==> config.mk <==
export PLATFORM = sky130hd
export DESIGN_NAME = scfla_front_flat
export DESIGN_NICKNAME = d
export VERILOG_FILES = /design/src/scfla_pkg.sv /design/src/scfla_if.sv /design/src/scfla_front.sv /design/src/flat_wrapper.sv
export SDC_FILE = /design/constraint.sdc
export NUM_CORES = 1
export LEC_CHECK = 0
export BUFFER_PORTS_ARGS = -buffer_cell sky130_fd_sc_hd__buf_2
export CAP_MARGIN = 0
export CORE_UTILIZATION = 30
export DETAILED_ROUTE_END_ITERATION = 10
export GPL_TIMING_DRIVEN = 0
export PLACE_DENSITY_LB_ADDON = 0.2
export RECOVER_POWER = 25
export SLEW_MARGIN = 20
export SYNTH_ARGS = -nofsm -noshare
export SYNTH_HDL_FRONTEND = slang
export SYNTH_SLANG_ARGS = --single-unit
==> constraint.sdc <==
create_clock -name clk -period 3.05 [get_ports clk]
set_input_delay 0.305 -clock clk [delete_from_list [all_inputs] [get_ports clk]]
set_output_delay 0.305 -clock clk [all_outputs]
set_load 0.02 [all_outputs]
==> src/scfla_pkg.sv <==
// ============================================================================
// scfla_pkg: shared types for the size class free list allocator
// Holds the request codes and the command record passed from front to back.
// ============================================================================
package scfla_pkg;

    localparam logic REQ_ALLOC = 1'b0;
    localparam logic REQ_FREE  = 1'b1;

    localparam int ADDR_W = 18;
    localparam int CLASS_W = 4;
    localparam int CNT_W = 16;

    // Classified command handed from the front end to the back end.
    typedef struct packed {
        logic               is_free;
        logic               bad_class;
        logic [CLASS_W-1:0] class_sel;
        logic [ADDR_W-1:0]  block_addr;
        logic [ADDR_W-1:0]  page_addr;
        logic               page_ok;
    } scfla_cmd_t;

endpackage

==> src/scfla_if.sv <==
// ============================================================================
// scfla_req_if / scfla_rsp_if: request and result channels
// Valid/ready channels carrying one request or one result per transfer.
// ============================================================================
interface scfla_req_if;
    logic        valid;
    logic        ready;
    logic        req_type;
    logic [3:0]  class_sel;
    logic [17:0] block_addr;
    logic [17:0] page_addr;
    logic        page_ok;

    modport source (output valid, req_type, class_sel, block_addr, page_addr, page_ok,
                    input ready);
    modport sink (input valid, req_type, class_sel, block_addr, page_addr, page_ok,
                  output ready);
endinterface


==> src/scfla_front.sv <==
// ============================================================================
// scfla_front: request intake and classification
// Accepts requests, checks the class range, and queues commands for the back.
// ============================================================================
module scfla_front
    import scfla_pkg::*;
#(
    parameter int NUM_CLASSES = 10
)
(
    input  logic        clk,
    input  logic        rst_n,
    scfla_req_if.sink   req,
    output scfla_cmd_t  cmd,
    output logic        cmd_valid,
    input  logic        cmd_ready
);

    // Two-entry queue between the front and the back.
    scfla_cmd_t q_reg [2];
    logic       rd_ptr_reg, rd_ptr_next;
    logic       wr_ptr_reg, wr_ptr_next;
    logic [1:0] count_reg, count_next;
    scfla_cmd_t in_cmd;
    logic       push;
    logic       pop;

    always_comb
    begin
        in_cmd.is_free    = (req.req_type == REQ_FREE);
        in_cmd.bad_class  = ({1'b0, req.class_sel} >= 5'(NUM_CLASSES));
        in_cmd.class_sel  = req.class_sel;
        in_cmd.block_addr = req.block_addr;
        in_cmd.page_addr  = req.page_addr;
        in_cmd.page_ok    = req.page_ok;
    end

    assign req.ready = (count_reg != 2'd2);
    assign push = req.valid && req.ready;
    assign cmd_valid = (count_reg != 2'd0);
    assign pop = cmd_valid && cmd_ready;
    assign cmd = q_reg[rd_ptr_reg];

    always_comb
    begin
        rd_ptr_next = rd_ptr_reg ^ pop;
        wr_ptr_next = wr_ptr_reg ^ push;
        count_next = count_reg + {1'b0, push} - {1'b0, pop};
    end

    always_ff @(posedge clk or negedge rst_n)
    begin
        if (!rst_n)
        begin
            rd_ptr_reg <= 1'b0;
            wr_ptr_reg <= 1'b0;
            count_reg <= 2'd0;
        end
        else
        begin
            rd_ptr_reg <= rd_ptr_next;
            wr_ptr_reg <= wr_ptr_next;
            count_reg <= count_next;
        end
    end

    always_ff @(posedge clk)
    begin
        if (push)
        begin
            q_reg[wr_ptr_reg] <= in_cmd;
        end
    end

endmodule

==> src/flat_wrapper.sv <==
// flat-port wrapper written by rule: the top's interface ports become plain ports
module scfla_front_flat import scfla_pkg::*;
#(
    parameter int NUM_CLASSES = 10
)
  (clk, rst_n, cmd, cmd_valid, cmd_ready, req_valid, req_req_type, req_class_sel, req_block_addr, req_page_addr, req_page_ok, req_ready);
  scfla_req_if req_i ();
  input  logic clk;
  input  logic rst_n;
  output scfla_cmd_t cmd;
  output logic cmd_valid;
  input  logic cmd_ready;
  input wire logic [$bits(req_i.valid)-1:0] req_valid;
  input wire logic [$bits(req_i.req_type)-1:0] req_req_type;
  input wire logic [$bits(req_i.class_sel)-1:0] req_class_sel;
  input wire logic [$bits(req_i.block_addr)-1:0] req_block_addr;
  input wire logic [$bits(req_i.page_addr)-1:0] req_page_addr;
  input wire logic [$bits(req_i.page_ok)-1:0] req_page_ok;
  output wire logic [$bits(req_i.ready)-1:0] req_ready;
  assign req_i.valid = req_valid;
  assign req_i.req_type = req_req_type;
  assign req_i.class_sel = req_class_sel;
  assign req_i.block_addr = req_block_addr;
  assign req_i.page_addr = req_page_addr;
  assign req_i.page_ok = req_page_ok;
  assign req_ready = req_i.ready;
  scfla_front #(.NUM_CLASSES(NUM_CLASSES)) u_core (.clk(clk), .rst_n(rst_n), .req(req_i), .cmd(cmd), .cmd_valid(cmd_valid), .cmd_ready(cmd_ready));
endmodule
---- Word-level counts from Yosys, hierarchy flattened ----
Memories as Yosys holds them, arrays and structs flattened.
Index checks and enable logic that the tools add are counted.
storage, ports and cells
  output and inout bits ................... 45
  RAM bits ................................ 86
  bits of input ports ..................... 46
  logic and storage cells ................. 15
  memories ................................ 1
  bits in registers ....................... 4
memory list
  memory        depth  width  rd ports  clocked after memory_dff  wr ports  RTL line           source
  u_core.q_reg  2      43     1         0                         1         scfla_front.sv:20  scfla_cmd_t q_reg [2];
operators by class
  eq/ne operators ......................... 1
  reductions and logical operators ........ 3
  $add $sub $neg .......................... 2
  mux-type cells .......................... 2
  bitwise gates (word level) .............. 2
  order comparisons ....................... 1
operators by type and width
  operator                                     number
  4-bit >= comparator (second input constant)  1
  2-bit by 1-bit adder with 2-bit output       1
  1-bit logical AND                            2
  1-bit 2-to-1 mux                             2
  2-bit != test (second input constant)        1
  2-bit nonzero test                           1
  2-bit by 1-bit subtractor with 2-bit output  1
  1-bit XOR                                    2

---- Longest topological paths before layout ----
  depth in word-level cells ............... 4
  gate-level depth with buffers ........... 6
  mapped depth without buffers ............ 6

---- Least setup slack after synthesis ----
No wires, ideal clock.
  kind .................................... register to register
  start ................................... register u_core.count_reg[1]
  end ..................................... memory u_core.q_reg[1][0] (netlist bit), enable pin
  clock period less this slack ............ 2.291 ns
  library setup time ...................... 0.405 ns
  data required time ...................... 2.645 ns
  data arrival time ....................... 1.886 ns
  buffers on the path ..................... 0
  setup slack ............................. 0.759 ns
  cell stages (with the launch flop) ...... 4
  cell sequence ........................... dfrtp_1 nand2b_1 and2_1 ha_1
between the ends
  longest elaborated chain between the ends .. 4
RTL lines
  item                                    RTL line            source
  from (decl)                             scfla_front.sv:23   logic [1:0] count_reg, count_next;
  from (signal assigned)                  scfla_front.sv:63   count_reg <= count_next;
  2-bit != test                           scfla_front.sv:38   assign req.ready = (count_reg != 2'd2);
  via req_ready                           flat_wrapper.sv:19  output wire logic [$bits(req_i.ready)-1:0] req_ready;
  1-bit logical AND                       scfla_front.sv:39   assign push = req.valid && req.ready;
  1-bit 2-to-1 mux                        scfla_front.sv:69   if (push)
  1-bit 2-to-1 mux (not written as such)  scfla_front.sv:71   q_reg[wr_ptr_reg] <= in_cmd;
  to (decl)                               scfla_front.sv:20
The timed path passes the listed nets, and every way through them passes these cells.

==> results by group <==
Worst setup path
  • Cell count of the worst reg-to-reg path: 3
  • Crit start category: flip-flop
  • Kind of critical path: reg -> out
  • Worst stage delay on the critical path: approximately 0.34 ns
  • WP data arrival: 1.48 ns
  • Critical-path cell list: buf_6, buf_12, mux2_4, buf_2
  • CP required: between 2 and 3 ns
  • CP max stage cell: dfrtp_1
  • Crit. End Element: primary output
  • Max FO, Critical Path: 10
  • Worst Setup SP: u_core.rd_ptr_reg$_DFF_PN0_
  • Worst r2r src: u_core.count_reg[0]$_DFF_PN0_
  • CP endpoint: cmd[3]
  • Register-to-register setup slack: 1.27 ns
  • Reg-to-Reg End: u_core.q_reg[1][37]$_DFFE_PP_

Global routing
  • Met3 GRT Util: 0.02360
  • Most Crowded Layer GR: met2
  • Vias in the first global route: 1,801
  • Met1 Usage GRT: 0.1147
  • Largest net degree at the start of global routing: 44
  • GRT Util Overall: 0.1023
  • Global-route wire length before repair: around 9300 µm
  • Met2 GRT Util: 0.1718
  • Initial antenna violation count: 0
  • GRT overflow: 0

Detailed routing
  • Routed wire per std cell: 14.53 µm
  • Initial DRC Count: a little over 40
  • DRC: 0
  • Final ANT Viol Nets: 0
  • Final WL: slightly below 6000 µm
  • Total number of vias: approximately 1,700
  • Via/cell ratio: 4.181
  • Initial DRT Pass Iterations: 4

Clocking
  • Num CTS Buffers: 9
  • H-tree levels: 3
  • Worst skew pair latency: 0.33 ns
  • Clock transition at path regs: around 0.06 ns
  • CTS tree: done
  • Clk sinks: 90
  • Clock Path Buffers: 2
  • Root Buffer: clkbuf_16

Power and ir drop
  • Psw: about 1.4 mW
  • Max VDD drop: around 0.39 mV
  • Pwr dens: between 1000 and 1500 nW/µm²
  • Combinational power share: 0.384
  • Switching Fraction: 0.3188
  • Int Pwr: slightly above 3 mW
  • Sequential Power Share: 0.398
  • Power Total: between 4 and 5 mW
  • Leakage power: between 1.5 and 2 nW
  • Clock power share: 0.218

Job
  • Max-Cap Viols: 0

Floorplan
  • Starting Density: 0.3091
  • Die Area: roughly 12,000 µm²
  • CORE AREA: between 10,000 and 15,000 µm²
  • Boundary pin count: 91
  • Die height: about 110 µm
  • Die width: 110.5 µm
  • # rows: 39

Cells and area
  • Nets: around 310
  • Most frequent cells in the layout: edfxtp_1 (86), buf_2 (81), mux2_4 (39), clkbuf_16 (9), clkbuf_1 (9)
  • Final Cell Area: roughly 4400 µm²
  • Antenna cells: 0
  • Synth-to-Final Area Change: 25.91%
  • Layout cells sized above 1: 0.5556
  • Commonest non-fill, non-tap cell in the layout: edfxtp_1
  • Max reg flops: 86

Logic synthesis
  • Post-synth top area cell: edfxtp_1
  • Largest family of logic cells by synthesized area: multiplexers
  • Synthesized flop and latch total: 90
  • Area contributors post-synth: edfxtp_1 (73%), mux2_4 (17%), dfrtp_1 (2.8%), buf_12 (2.3%), ha_1 (1.4%)
  • Post-Synth Simple-Gate Area: 0.005317
  • Cells after Synth: around 150
  • Distinct cells, synth: 14
  • Net Count, Synth: 204
  • Post-Synth XOR/XNOR Area: 0.007444
  • Ys Warns: 0
  • Adder-cell share of the synthesized area: 0.01418
  • Mapped cell area: 3530 µm²
  • Post-Syn Area per Cell: 22.92 µm²
  • Synth Area in Compound Gates: 0.004254
  • Post-synthesis sequential area ratio: 0.7600
  • Post-synthesis mux area share: 0.1787
  • Area share of the largest cell type after synthesis: 0.7317

Status
  • Status: finished, final reports clean

Timing
  • Least-Margin Pin Slew: roughly 0.66 ns
  • Fin crit period: ~1.8 ns
  • Clk_skew: between 0.003 and 0.004 ns
  • RSZ-0062 raised after global routing: no
  • Period utilisation layout: 0.5861
  • Count of endpoints failing setup in the final report: 0
  • Total Negative Setup Slacks: 0 ns
  • Final hold vios: 0
  • Fmax: around 0.56 GHz
  • Max-slew violations: 0
  • Relative slew slack: 0.5586

Place
  • Number of buffers inserted by port buffering: 90
  • GPL Wtd Cong: ~0.64
  • Detailed placement HPWL: about 3700 µm
  • Post-DP Area: between 4000 and 5000 µm²

Min path
  • HP Class: in -> reg
==> worst min-delay path by stage <==
| stage | startpoint | endpoint | slack, ns | cells after the start |
|---|---|---|---|---|
| 6_report | req_block_addr[13] | u_core.q_reg[0][32]$_DFFE_PP_ | 0.15 | 1 |
| 5_1_grt | req_page_addr[6] | u_core.q_reg[1][7]$_DFFE_PP_ | 0.14 | 1 |
| 4_1_cts | req_page_addr[5] | u_core.q_reg[0][6]$_DFFE_PP_ | 0.14 | 1 |
| 3_5_place_dp | rst_n | u_core.count_reg[1]$_DFF_PN0_ | 0.12 | 1 |
| 3_3_place_gp | rst_n | u_core.count_reg[0]$_DFF_PN0_ | 0.12 | 1 |
| 2_1_floorplan | rst_n | u_core.count_reg[0]$_DFF_PN0_ | 0.009 | 0 |
==> power groups by stage <==
stage          combinational (mW)  clock [mW]  sequential (mW)
2_1_floorplan                1.29           0             1.78
3_5_place_dp                 1.75           0             1.80
4_1_cts                      1.76        1.01             1.78
5_1_grt                      1.84        1.06             1.80
6_report                     1.71       0.973             1.77
3_3_place_gp                 1.72           0             1.80
==> cells by family (layout without fill, tap and decap cells) <==
logic type	after synthesis	in the layout
xor gates and xnor gates	3	3
and+or+nand+nor	3	3
DFF	90	90
adders and majority gates	4	4
buffers and inverters	9	116
AOI/OAI and AO/OA	2	2
muxes	43	43
==> metrics by stage <==
| step | utilization | cells | hold slack, ns | setup slack (ns) |
|---|---|---|---|---|
| floorplan | - | 154 | 0.009409 | 0.7587 |
| global placement | 0.3642 | 387 | 0.1156 | 0.1241 |
| detailed placement | 0.3664 | 387 | 0.1171 | 1.233 |
| CTS | 0.3902 | 404 | 0.1393 | 1.224 |
| global route | 0.3892 | 404 | 0.1392 | 1.135 |
| finish | 0.3892 | 404 | 0.1549 | 1.263 |
==> area by class of cell <==
cell class                      count  area (µm²)
Sequential cell                    90        2683
Buffer                              5       91.34
Clock inverter                      7       36.28
Tap cell                          143       178.9
Multi-Input combinational cell     55       765.7
Fill cell                        1088        6974
Timing Repair Buffer               91       449.2
Inverter                            4       15.01
Clock buffer                        9       225.2
==> synthesized netlist by cell type (all sizes together) <==
| cell | number |
|---|---|
| buf | 5 |
| edfxtp | 86 |
| and2 | 1 |
| inv | 4 |
| nand2b | 1 |
| mux2 | 43 |
| or2 | 1 |
| dfrtp | 4 |
| o21a | 2 |
| ha | 4 |
| xor2 | 1 |
| xnor2 | 2 |
==> critical path: cells and delay by family, from the launching register on <==
family | cells | cell delay [ns]
muxes | 1 | 0.31
DFF | 1 | 0.34
buffers and inverters | 3 | 0.50
==> what timing repair did <==
action / in CTS / in global routing
hold buffers: 1 / 0
gates resized for setup: 0 / 0
endpoints found under the setup margin: 0 / 0
buffers inserted: 0 / 0
hold endpoints to repair: 4 / 0
==> per-layer routing <==
metal	share of wire	routed length [µm]
met1	0.42	2460
met2	0.52	3053
met3	0.033	194
met4	0.028	163
met5	0	0
No activity file was read; power rests on OpenSTA's default activity.
